$ cat config.mk
export PLATFORM = sky130hd
export DESIGN_NAME = vector_matrix_multiply_core_flat
export DESIGN_NICKNAME = d
export VERILOG_FILES = /design/src/rtl/vmm_pkg.sv /design/src/rtl/vmm_stream_if.sv /design/src/rtl/vmm_queue.sv /design/src/rtl/vmm_front.sv /design/src/rtl/vmm_back.sv /design/src/rtl/vector_matrix_multiply_core.sv /design/src/flat_wrapper.sv
export SDC_FILE = /design/constraint.sdc
export NUM_CORES = 2
export LEC_CHECK = 0
export BUFFER_PORTS_ARGS = -buffer_cell sky130_fd_sc_hd__buf_4
export CAP_MARGIN = 20
export CORE_UTILIZATION = 50
export DETAILED_ROUTE_END_ITERATION = 7
export MAX_ROUTING_LAYER = met4
export PLACE_DENSITY = 0.69
export SYNTH_ARGS = -nofsm -noshare
export SYNTH_HDL_FRONTEND = slang
export SYNTH_SLANG_ARGS = --single-unit
$ cat constraint.sdc
create_clock -name clock -period 21.7 [get_ports clock]
set_input_delay 6.51 -clock clock [delete_from_list [all_inputs] [get_ports clock]]
set_output_delay 6.51 -clock clock [all_outputs]
set_load 0.01 [all_outputs]
$ cat src/rtl/vmm_pkg.sv
// ----------------------------------------------------------------------------
// vmm_pkg: shared constants for the vector-matrix multiply core
// Field widths, register indexes and default sizing.
// ----------------------------------------------------------------------------
package vmm_pkg;

   localparam int DEF_MAX_ROWS = 64;
   localparam int DEF_MAX_COLS = 16;
   localparam int QUEUE_DEPTH  = 4;

   localparam int VALUE_W    = 16;
   localparam int PROD_W     = 32;
   localparam int SUM_W      = 48;
   localparam int COLIDX_W   = 4;
   localparam int ROWS_CFG_W = 7;
   localparam int COLS_CFG_W = 5;

   localparam int CSR_INDEX_W = 2;
   localparam int CSR_DATA_W  = 7;

   localparam logic [CSR_INDEX_W-1:0] REG_ROWS_IN_USE = 2'd0;
   localparam logic [CSR_INDEX_W-1:0] REG_COLS_IN_USE = 2'd1;

endpackage

$ cat src/rtl/vmm_stream_if.sv
// ----------------------------------------------------------------------------
// vmm stream interfaces
// Request channel (vector and matrix element) and response channel (sums).
// ----------------------------------------------------------------------------
interface vmm_req_if;
   logic                                  valid;
   logic                                  ready;
   logic signed [vmm_pkg::VALUE_W-1:0]    vec_value;
   logic signed [vmm_pkg::VALUE_W-1:0]    mat_value;

   modport source (output valid, output vec_value, output mat_value, input ready);
   modport sink   (input valid, input vec_value, input mat_value, output ready);
endinterface

interface vmm_rsp_if;
   logic                                  valid;
   logic                                  ready;
   logic signed [vmm_pkg::SUM_W-1:0]      sum_value;
   logic        [vmm_pkg::COLIDX_W-1:0]   column_index;
   logic                                  last_result;

   modport source (output valid, output sum_value, output column_index,
                   output last_result, input ready);
   modport sink   (input valid, input sum_value, input column_index,
                   input last_result, output ready);
endinterface

$ cat src/rtl/vmm_queue.sv
// ----------------------------------------------------------------------------
// vmm_queue: small FIFO between the front and back parts
// Registered storage, first-word-fall-through read.
// ----------------------------------------------------------------------------
module vmm_queue #(
   parameter int WIDTH = 8,
   parameter int DEPTH = vmm_pkg::QUEUE_DEPTH
) (
   input  logic             clock,
   input  logic             reset,
   input  logic             flush,
   input  logic             push,
   input  logic [WIDTH-1:0] push_data,
   input  logic             pop,
   output logic [WIDTH-1:0] pop_data,
   output logic             full,
   output logic             empty
);

   localparam int PTR_W = (DEPTH > 1) ? $clog2(DEPTH) : 1;
   localparam int CNT_W = $clog2(DEPTH + 1);

   logic [WIDTH-1:0] store_ff [DEPTH];
   logic [PTR_W-1:0] wr_ptr_ff, wr_ptr_in;
   logic [PTR_W-1:0] rd_ptr_ff, rd_ptr_in;
   logic [CNT_W-1:0] count_ff,  count_in;
   logic             do_push, do_pop;

   assign full     = (count_ff == CNT_W'(DEPTH));
   assign empty    = (count_ff == '0);
   assign do_push  = push && !full;
   assign do_pop   = pop && !empty;
   assign pop_data = store_ff[rd_ptr_ff];

   always_comb begin
      wr_ptr_in = wr_ptr_ff;
      rd_ptr_in = rd_ptr_ff;
      count_in  = count_ff;
      if (do_push) begin
         wr_ptr_in = (wr_ptr_ff == PTR_W'(DEPTH - 1)) ? '0 : wr_ptr_ff + PTR_W'(1);
      end
      if (do_pop) begin
         rd_ptr_in = (rd_ptr_ff == PTR_W'(DEPTH - 1)) ? '0 : rd_ptr_ff + PTR_W'(1);
      end
      if (do_push && !do_pop) begin
         count_in = count_ff + CNT_W'(1);
      end else if (do_pop && !do_push) begin
         count_in = count_ff - CNT_W'(1);
      end
   end

   always_ff @(posedge clock) begin
      if (reset || flush) begin
         wr_ptr_ff <= '0;
         rd_ptr_ff <= '0;
         count_ff  <= '0;
      end else begin
         wr_ptr_ff <= wr_ptr_in;
         rd_ptr_ff <= rd_ptr_in;
         count_ff  <= count_in;
      end
   end

   always_ff @(posedge clock) begin
      if (do_push) begin
         store_ff[wr_ptr_ff] <= push_data;
      end
   end

endmodule

$ cat src/rtl/vmm_front.sv
// ----------------------------------------------------------------------------
// vmm_front: request intake and classification
// Tracks row and column of each item and tags the final item of a run.
// ----------------------------------------------------------------------------
module vmm_front #(
   parameter int MAX_ROWS = vmm_pkg::DEF_MAX_ROWS,
   parameter int MAX_COLS = vmm_pkg::DEF_MAX_COLS,
   parameter int RW       = 7,
   parameter int CW       = 5,
   parameter int CIW      = 4,
   parameter int ENTRY_W  = 2 * vmm_pkg::VALUE_W + CIW + 1
) (
   input  logic               clock,
   input  logic               reset,
   input  logic               restart,
   input  logic [RW-1:0]      rows_eff,
   input  logic [CW-1:0]      cols_eff,
   vmm_req_if.sink            req_ch,
   input  logic               q_full,
   output logic               q_push,
   output logic [ENTRY_W-1:0] q_data
);

   localparam int RIW = (MAX_ROWS > 1) ? $clog2(MAX_ROWS) : 1;

   logic [RIW-1:0] row_ff, row_in;
   logic [CIW-1:0] col_ff, col_in;
   logic           col_last, row_last, accept;

   assign req_ch.ready = !q_full;
   assign accept       = req_ch.valid && !q_full;
   assign q_push       = accept;

   assign col_last = (CW'(col_ff) + CW'(1)) >= cols_eff;
   assign row_last = (RW'(row_ff) + RW'(1)) >= rows_eff;

   assign q_data = {req_ch.vec_value, req_ch.mat_value, col_ff, col_last && row_last};

   always_comb begin
      row_in = row_ff;
      col_in = col_ff;
      if (accept) begin
         if (col_last) begin
            col_in = '0;
            row_in = row_last ? '0 : row_ff + RIW'(1);
         end else begin
            col_in = col_ff + CIW'(1);
         end
      end
   end

   always_ff @(posedge clock) begin
      if (reset || restart) begin
         row_ff <= '0;
         col_ff <= '0;
      end else begin
         row_ff <= row_in;
         col_ff <= col_in;
      end
   end

endmodule

$ cat src/rtl/vmm_back.sv
// ----------------------------------------------------------------------------
// vmm_back: multiply-accumulate and column drain
// Multiplies queued items, accumulates per column, streams sums at run end.
// ----------------------------------------------------------------------------
module vmm_back #(
   parameter int MAX_COLS = vmm_pkg::DEF_MAX_COLS,
   parameter int CW       = 5,
   parameter int CIW      = 4,
   parameter int ENTRY_W  = 2 * vmm_pkg::VALUE_W + CIW + 1
) (
   input  logic               clock,
   input  logic               reset,
   input  logic               restart,
   input  logic [CW-1:0]      cols_eff,
   input  logic               q_empty,
   input  logic [ENTRY_W-1:0] q_data,
   output logic               q_pop,
   vmm_rsp_if.source          rsp_ch
);

   localparam int VW = vmm_pkg::VALUE_W;
   localparam int PW = vmm_pkg::PROD_W;
   localparam int SW = vmm_pkg::SUM_W;

   localparam logic ST_ACC   = 1'b0;
   localparam logic ST_DRAIN = 1'b1;

   logic signed [VW-1:0] a_vec, a_mat;
   logic [CIW-1:0]       a_col;
   logic                 a_drain;

   logic                 state_ff, state_in;

   // accumulate stage
   logic                 b_vld_ff, b_drain_ff;
   logic [CIW-1:0]       b_col_ff;
   logic signed [PW-1:0] b_prod_ff, b_prod_in;

   // accumulator memory and its registered read
   logic [SW-1:0]        acc_mem [MAX_COLS];
   logic [MAX_COLS-1:0]  acc_vld_ff;
   logic [SW-1:0]        rd_ff;
   logic                 rd_vld_ff;
   logic [CIW-1:0]       rd_addr;

   // last write, for back-to-back hits on one column
   logic                 fw_vld_ff;
   logic [CIW-1:0]       fw_col_ff;
   logic [SW-1:0]        fw_data_ff;

   logic [SW-1:0]        old_sum, new_sum;

   // drain sequencer
   logic [CIW-1:0]       drain_ptr_ff, drain_ptr_in;
   logic                 inflight_ff, inflight_in;
   logic [CIW-1:0]       ld_col_ff;
   logic                 ld_last_ff;
   logic                 issue, issue_last;

   // output register
   logic                 out_vld_ff, out_vld_in;
   logic [SW-1:0]        out_sum_ff;
   logic [CIW-1:0]       out_col_ff;
   logic                 out_last_ff;

   assign {a_vec, a_mat, a_col, a_drain} = q_data;

   // hold intake while a run-ending item is in the accumulate stage or a run drains
   assign q_pop = !q_empty && (state_ff == ST_ACC) && !(b_vld_ff && b_drain_ff);

   assign b_prod_in = a_vec * a_mat;
   assign rd_addr   = (state_ff == ST_ACC) ? a_col : drain_ptr_ff;

   always_comb begin
      if (fw_vld_ff && (fw_col_ff == b_col_ff)) begin
         old_sum = fw_data_ff;
      end else if (rd_vld_ff) begin
         old_sum = rd_ff;
      end else begin
         old_sum = '0;
      end
      new_sum = old_sum + SW'(b_prod_ff);
   end

   assign issue_last = (CW'(drain_ptr_ff) == (cols_eff - CW'(1)));
   assign issue      = (state_ff == ST_DRAIN) && !inflight_ff && (!out_vld_ff || rsp_ch.ready);

   always_comb begin
      state_in     = state_ff;
      drain_ptr_in = drain_ptr_ff;
      inflight_in  = issue;
      out_vld_in   = out_vld_ff;
      if (b_vld_ff && b_drain_ff) begin
         state_in     = ST_DRAIN;
         drain_ptr_in = '0;
      end else if (issue) begin
         drain_ptr_in = drain_ptr_ff + CIW'(1);
         if (issue_last) begin
            state_in = ST_ACC;
         end
      end
      if (inflight_ff) begin
         out_vld_in = 1'b1;
      end else if (rsp_ch.ready) begin
         out_vld_in = 1'b0;
      end
   end

   always_ff @(posedge clock) begin
      if (reset || restart) begin
         state_ff     <= ST_ACC;
         b_vld_ff     <= 1'b0;
         fw_vld_ff    <= 1'b0;
         inflight_ff  <= 1'b0;
         out_vld_ff   <= 1'b0;
         drain_ptr_ff <= '0;
         acc_vld_ff   <= '0;
      end else begin
         state_ff     <= state_in;
         b_vld_ff     <= q_pop;
         fw_vld_ff    <= b_vld_ff;
         inflight_ff  <= inflight_in;
         out_vld_ff   <= out_vld_in;
         drain_ptr_ff <= drain_ptr_in;
         if (b_vld_ff) begin
            acc_vld_ff[b_col_ff] <= 1'b1;
         end
         // drop each column as it is read out
         if (issue) begin
            acc_vld_ff[drain_ptr_ff] <= 1'b0;
         end
      end
   end

   always_ff @(posedge clock) begin
      b_drain_ff <= a_drain;
      b_col_ff   <= a_col;
      b_prod_ff  <= b_prod_in;
      fw_col_ff  <= b_col_ff;
      fw_data_ff <= new_sum;
      ld_col_ff  <= drain_ptr_ff;
      ld_last_ff <= issue_last;
      if (b_vld_ff) begin
         acc_mem[b_col_ff] <= new_sum;
      end
      rd_ff     <= acc_mem[rd_addr];
      rd_vld_ff <= acc_vld_ff[rd_addr];
      if (inflight_ff) begin
         out_sum_ff  <= rd_vld_ff ? rd_ff : '0;
         out_col_ff  <= ld_col_ff;
         out_last_ff <= ld_last_ff;
      end
   end

   assign rsp_ch.valid        = out_vld_ff;
   assign rsp_ch.sum_value    = out_sum_ff;
   assign rsp_ch.column_index = vmm_pkg::COLIDX_W'(out_col_ff);
   assign rsp_ch.last_result  = out_last_ff;

endmodule

$ cat src/rtl/vector_matrix_multiply_core.sv
// Path: with an empty queue, the final item of a run goes through the queue and the
// accumulate stage and starts the drain, which reads the column sums out one at a time.
// Throughput: one item per cycle, set by the multiply-accumulate stage; the back takes
// no queued items while a run drains, and intake stalls once the queue is full.
// Reset: counters cleared, accumulators marked empty at once through per-column valid bits.
// ----------------------------------------------------------------------------
// vector_matrix_multiply_core: row vector times matrix, per-column sums
// Front classifies items, a queue decouples it from the accumulate/drain back.
// ----------------------------------------------------------------------------
module vector_matrix_multiply_core #(
   parameter int MAX_ROWS = vmm_pkg::DEF_MAX_ROWS,
   parameter int MAX_COLS = vmm_pkg::DEF_MAX_COLS
) (
   input  logic                                clock,
   input  logic                                reset,
   vmm_req_if.sink                             req_ch,
   vmm_rsp_if.source                           rsp_ch,
   input  logic                                csr_write_enable,
   input  logic [vmm_pkg::CSR_INDEX_W-1:0]     csr_index,
   input  logic [vmm_pkg::CSR_DATA_W-1:0]      csr_write_data
);

   localparam int RCW     = $clog2(MAX_ROWS + 1);
   localparam int CCW     = $clog2(MAX_COLS + 1);
   localparam int RW      = (RCW > vmm_pkg::ROWS_CFG_W) ? RCW : vmm_pkg::ROWS_CFG_W;
   localparam int CW      = (CCW > vmm_pkg::COLS_CFG_W) ? CCW : vmm_pkg::COLS_CFG_W;
   localparam int CIW     = (MAX_COLS > 1) ? $clog2(MAX_COLS) : 1;
   localparam int ENTRY_W = 2 * vmm_pkg::VALUE_W + CIW + 1;

   logic [vmm_pkg::ROWS_CFG_W-1:0] rows_cfg_ff;
   logic [vmm_pkg::COLS_CFG_W-1:0] cols_cfg_ff;
   logic [RW-1:0]                  rows_eff;
   logic [CW-1:0]                  cols_eff;
   logic                           wr_rows, wr_cols, restart;

   logic               q_push, q_pop, q_full, q_empty;
   logic [ENTRY_W-1:0] q_in_data, q_out_data;

   assign wr_rows = csr_write_enable && (csr_index == vmm_pkg::REG_ROWS_IN_USE);
   assign wr_cols = csr_write_enable && (csr_index == vmm_pkg::REG_COLS_IN_USE);
   assign restart = wr_rows || wr_cols;

   always_ff @(posedge clock) begin
      if (reset) begin
         rows_cfg_ff <= vmm_pkg::ROWS_CFG_W'(64);
         cols_cfg_ff <= vmm_pkg::COLS_CFG_W'(16);
      end else begin
         if (wr_rows) begin
            rows_cfg_ff <= csr_write_data[vmm_pkg::ROWS_CFG_W-1:0];
         end
         if (wr_cols) begin
            cols_cfg_ff <= csr_write_data[vmm_pkg::COLS_CFG_W-1:0];
         end
      end
   end

   // zero acts as one, oversize acts as the maximum
   always_comb begin
      priority if (rows_cfg_ff == '0) begin
         rows_eff = RW'(1);
      end else if (RW'(rows_cfg_ff) > RW'(MAX_ROWS)) begin
         rows_eff = RW'(MAX_ROWS);
      end else begin
         rows_eff = RW'(rows_cfg_ff);
      end
      priority if (cols_cfg_ff == '0) begin
         cols_eff = CW'(1);
      end else if (CW'(cols_cfg_ff) > CW'(MAX_COLS)) begin
         cols_eff = CW'(MAX_COLS);
      end else begin
         cols_eff = CW'(cols_cfg_ff);
      end
   end

   vmm_front #(
      .MAX_ROWS (MAX_ROWS),
      .MAX_COLS (MAX_COLS),
      .RW       (RW),
      .CW       (CW),
      .CIW      (CIW),
      .ENTRY_W  (ENTRY_W)
   ) u_front (
      .clock    (clock),
      .reset    (reset),
      .restart  (restart),
      .rows_eff (rows_eff),
      .cols_eff (cols_eff),
      .req_ch   (req_ch),
      .q_full   (q_full),
      .q_push   (q_push),
      .q_data   (q_in_data)
   );

   vmm_queue #(
      .WIDTH (ENTRY_W),
      .DEPTH (vmm_pkg::QUEUE_DEPTH)
   ) u_queue (
      .clock     (clock),
      .reset     (reset),
      .flush     (restart),
      .push      (q_push),
      .push_data (q_in_data),
      .pop       (q_pop),
      .pop_data  (q_out_data),
      .full      (q_full),
      .empty     (q_empty)
   );

   vmm_back #(
      .MAX_COLS (MAX_COLS),
      .CW       (CW),
      .CIW      (CIW),
      .ENTRY_W  (ENTRY_W)
   ) u_back (
      .clock    (clock),
      .reset    (reset),
      .restart  (restart),
      .cols_eff (cols_eff),
      .q_empty  (q_empty),
      .q_data   (q_out_data),
      .q_pop    (q_pop),
      .rsp_ch   (rsp_ch)
   );

endmodule
$ cat src/flat_wrapper.sv
// flat-port wrapper written by rule: the top's interface ports become plain ports
module vector_matrix_multiply_core_flat 
#(
   parameter int MAX_ROWS = vmm_pkg::DEF_MAX_ROWS,
   parameter int MAX_COLS = vmm_pkg::DEF_MAX_COLS
)
  (clock, reset, csr_write_enable, csr_index, csr_write_data, req_ch_valid, req_ch_vec_value, req_ch_mat_value, req_ch_ready, rsp_ch_valid, rsp_ch_sum_value, rsp_ch_column_index, rsp_ch_last_result, rsp_ch_ready);
  vmm_req_if req_ch_i ();
  vmm_rsp_if rsp_ch_i ();
  input  logic clock;
  input  logic reset;
  input  logic csr_write_enable;
  input  logic [vmm_pkg::CSR_INDEX_W-1:0] csr_index;
  input  logic [vmm_pkg::CSR_DATA_W-1:0] csr_write_data;
  input wire logic [$bits(req_ch_i.valid)-1:0] req_ch_valid;
  input wire logic [$bits(req_ch_i.vec_value)-1:0] req_ch_vec_value;
  input wire logic [$bits(req_ch_i.mat_value)-1:0] req_ch_mat_value;
  output wire logic [$bits(req_ch_i.ready)-1:0] req_ch_ready;
  output wire logic [$bits(rsp_ch_i.valid)-1:0] rsp_ch_valid;
  output wire logic [$bits(rsp_ch_i.sum_value)-1:0] rsp_ch_sum_value;
  output wire logic [$bits(rsp_ch_i.column_index)-1:0] rsp_ch_column_index;
  output wire logic [$bits(rsp_ch_i.last_result)-1:0] rsp_ch_last_result;
  input wire logic [$bits(rsp_ch_i.ready)-1:0] rsp_ch_ready;
  assign req_ch_i.valid = req_ch_valid;
  assign req_ch_i.vec_value = req_ch_vec_value;
  assign req_ch_i.mat_value = req_ch_mat_value;
  assign req_ch_ready = req_ch_i.ready;
  assign rsp_ch_valid = rsp_ch_i.valid;
  assign rsp_ch_sum_value = rsp_ch_i.sum_value;
  assign rsp_ch_column_index = rsp_ch_i.column_index;
  assign rsp_ch_last_result = rsp_ch_i.last_result;
  assign rsp_ch_i.ready = rsp_ch_ready;
  vector_matrix_multiply_core #(.MAX_ROWS(MAX_ROWS), .MAX_COLS(MAX_COLS)) u_core (.clock(clock), .reset(reset), .req_ch(req_ch_i), .rsp_ch(rsp_ch_i), .csr_write_enable(csr_write_enable), .csr_index(csr_index), .csr_write_data(csr_write_data));
endmodule
==> results.py <==
metrics = {
    "layout": {
        "syn_to_final_growth_pct": 12.0,
        "multi_input_area_sq_mm": 0.0204,
        "final_nets": 4241,
        "drive_above_1_share_pct": 17.4,
        "layout.cells.most_common_list": "969 x edfxtp_1, 329 x inv_1, 311 x nand2_1",
        "fillers": 8486,
        "ff_latch_area_sq_mm": 0.0331,
        "fin_cells": 5356,
        "layout_commonest_cell": "edfxtp_1",
        "antenna_cells": 0,
    },
    "synth": {
        "synth_top_area_share_pct": 52.8,
        "synth_top_family_by_area": "adder cells",
        "yosys-top-cells-area": "edfxtp_1 53%, fa_1 9.6%, mux4_2 8.8%",
        "synth_fa_ha_area_share_pct": 13.1,
        "synth_top_cell_by_area": "edfxtp_1",
        "ys_ff_latch": 1168,
        "synth_compound_area_share_pct": 5.07,
        "syn_area_per_cell_sq_um": 15.2,
        "synth_simple_gate_area_share_pct": 6.19,
        "ys_types": 68,
        "synth_cells": 3629,
        "synthMuxAreaShare_pct": 10.7,
        "syn-num-nets": 4093,
        "synthXorXnorAreaFrac_pct": 1.56,
        "ys_seq_area_share_pct": 60.0,
        "synth_ff_type": "edfxtp_1",
        "ys_warn_count": 0,
        "async_reset_ff_share_pct": 0,
        "synth_edf_count": 969,
        "syn_area_sq_mm": 0.0551,
    },
    "setup_path": {
        "r2r_slack_ps": 13600,
        "r2r-end": "u_core.u_back.b_prod_ff[31]",
        "start_kind": "flop",
        "path_max_fanout": 55,
        "critPathTopFamily": "adder cells",
        "worst_path_max_delay_cell": "buf_4",
        "worstPathRequired_ps": 22280,
        "worstSetupEndpointType": "flop",
        "slowest_delay_ps": 650,
        "crit_arrival_ps": 8680,
        "cp.buffers_inverters": 7,
        "reg2reg_depth": 27,
        "worstSetupPathType": "flop to flop",
    },
    "routing": {
        "wl_microns": 121000,
        "post_drt_wl_per_cell_microns": 22.6,
        "viasPerCell": 5.63,
        "drcViolationCount": 0,
        "drtIter0Drc": 2618,
        "vias": 30200,
        "drtPass1Iterations": 5,
        "drtAntennaViolNets": 0,
    },
    "placement": {
        "io_buffers": 100,
        "dp_cells": 5109,
        "dp_hpwl_microns": 72400,
        "gp_congestion": 0.878,
        "dp_slack_ps": 13410,
    },
    "sta": {
        "setup_ws_ps": 13600,
        "setup-tns-final_ps": 0,
        "worstMarginPinSlew_ps": 1130,
        "slew_viol_final": 0,
        "layout_worst_path_cycle_share_pct": 37.3,
        "hold_viol": 0,
        "rsz0062_at_grt": "no",
        "setup_viol": 0,
        "slew_headroom_pct": 24.5,
        "skew_ps": 59.8,
        "fmax_ghz": 0.123,
        "period_minus_slack_ps": 8100,
    },
    "clocking": {
        "clkLatencyLatePin_ps": 740,
        "cts-buffers-inserted": 115,
        "h-tree-depth": 3,
        "holdBufCountCts": 0,
        "cts_resized": 0,
        "cts_buffer_depth": 3,
        "clkTransAtPathRegs_ps": 60,
        "cts_setup_buffers": 0,
        "cts_tree": "done",
        "cts_sinks": 1168,
        "clockRootBuffer": "clkbuf_16",
    },
    "run_status": {
        "status": "finished, final reports clean",
    },
    "worst_hold_path": {
        "min_path_type": "flop to flop",
        "hold_depth": 0,
        "hold_start": "u_core.u_back.b_col_ff[1]",
        "min_to": "u_core.u_back.fw_col_ff[1]",
    },
    "floorplan": {
        "io_pins": 101,
        "die_area_sq_mm": 0.112,
        "fp.dieH_microns": 334,
        "start_util_pct": 50.5,
        "core_region_area_sq_mm": 0.109,
        "die_w_microns": 334,
        "rows": 121,
    },
    "global_route": {
        "antenna_found_initial": 1,
        "grt_pass1_wl_microns": 187000,
        "grt_pass1_vias": 31100,
        "grt_max_degree": 146,
        "overflow": 0,
        "grt_usage_pct": 22.8,
    },
    "job": {
        "max_cap_violations": 0,
    },
}
==> per-stage QoR <==
step	util [%]	area, sq um	hold WS [ps]
after CTS	56.4	61600	399
after floorplan	-	55100	329
after global placement	52.8	57600	387
final	56.6	61800	394
after detailed placement	52.8	57700	390
after global routing	56.6	61800	415
==> worst register-to-register path: stages, from the launching register on <==
cell      delay (ps)
dfxtp_2          310
buf_4            650
mux2_2           460
o21ai_1          580
nor2_1           140
fa_1             510
inv_1             50
fa_1             470
inv_1             60
fa_1             500
inv_1             60
fa_1             520
inv_1             50
fa_1             470
inv_1             50
fa_1             480
inv_1             40
ha_1             360
a41o_1           270
a221oi_2         240
o21ai_2          160
a311oi_2         390
a21oi_1          200
a221o_1          420
a31o_1           270
nand3_2           90
o21ai_1           80
xnor2_1          130
==> cells by family (layout without fill, tap and decap cells) <==
logic type	Yosys count	in the layout
flops	1168	1168
xor+xnor	98	98
fa+ha+maj	418	418
buf+inv	475	726
mux	313	313
simple gates	730	730
compound gates	427	427
==> registers in the layout, indices dropped and copies added (netlist names), 4 cells and up, named ones only <==
register	count
u_core.u_back.ld_col_ff	4
u_core.u_back.drain_ptr_ff	4
u_core.u_queue.store_ff	148
u_core.cols_cfg_ff	5
u_core.u_back.fw_col_ff	4
u_core.u_back.rd_ff	48
u_core.u_back.b_col_ff	4
u_core.u_front.col_ff	4
u_core.rows_cfg_ff	7
u_core.u_front.row_ff	6
u_core.u_back.rsp_ch.column_index	4
u_core.u_back.b_prod_ff	32
u_core.u_back.fw_data_ff	48
u_core.u_back.acc_mem	768
u_core.u_back.acc_vld_ff	16
u_core.u_back.rsp_ch.sum_value	48
==> metal layers <==
metal	part of all wire (%)	track usage (%)	up-vias
li1	-	-	13500
met1	43	30.7	15500
met2	49	37.2	940
met3	5.6	2.60	191
met4	2.2	6.20	0
met5	0	-	-
==> how the worst max path moves through the flow <==
stage	startpoint	to	slack, ps	depth (start not counted)
floorplan	req_ch_valid	u_core.u_queue.count_ff[2]	13680	8
global placement	req_ch_valid	u_core.u_queue.count_ff[2]	13440	9
detailed placement	req_ch_valid	u_core.u_queue.count_ff[2]	13410	9
CTS	u_core.u_queue.count_ff[0]	req_ch_ready	13600	3
global route	flop	u_core.u_back.b_prod_ff[31]	13160	25
finish	flop	u_core.u_back.b_prod_ff[31]	13600	27
==> synth_stat cells, types with 3 or more instances <==
| master | n |
|---|---|
| a211o_1 | 4 |
| a211oi_1 | 53 |
| a21o_1 | 49 |
| a21oi_1 | 99 |
| a221o_1 | 3 |
| a221oi_1 | 4 |
| a22o_1 | 5 |
| a31o_1 | 3 |
| a31oi_1 | 59 |
| a41oi_1 | 3 |
| and2_1 | 156 |
| and3_1 | 15 |
| and4_1 | 3 |
| buf_1 | 11 |
| buf_2 | 20 |
| buf_4 | 16 |
| clkbuf_1 | 99 |
| dfxtp_1 | 199 |
| edfxtp_1 | 969 |
| fa_1 | 264 |
| ha_1 | 154 |
| inv_1 | 329 |
| mux2_2 | 66 |
| mux2i_1 | 31 |
| mux4_2 | 215 |
| nand2_1 | 311 |
| nand2b_1 | 17 |
| nand3_1 | 23 |
| nand3b_1 | 5 |
| nand4_1 | 5 |
| nor2_1 | 140 |
| nor2b_1 | 19 |
| nor3_1 | 18 |
| nor4_1 | 4 |
| o2111ai_1 | 3 |
| o211ai_1 | 7 |
| o21a_1 | 26 |
| o21ai_0 | 49 |
| o21ai_1 | 22 |
| o21bai_1 | 12 |
| o22ai_1 | 3 |
| o31ai_1 | 4 |
| or3_1 | 5 |
| xnor2_1 | 65 |
| xor2_1 | 33 |
==> layout make-up <==
| type | count | area share [%] |
|---|---|---|
| Inverter | 329 | 2.00 |
| Timing Repair Buffer | 177 | 2.17 |
| Sequential cell | 1168 | 53.6 |
| Clock inverter | 69 | 1.22 |
| Multi-Input combinational cell | 1986 | 33.0 |
| Tap cell | 1476 | 2.99 |
| Clock buffer | 151 | 5.07 |
Power is not shown: default switching activity piles up to over one toggle a cycle in this logic, so the estimate is an artifact.
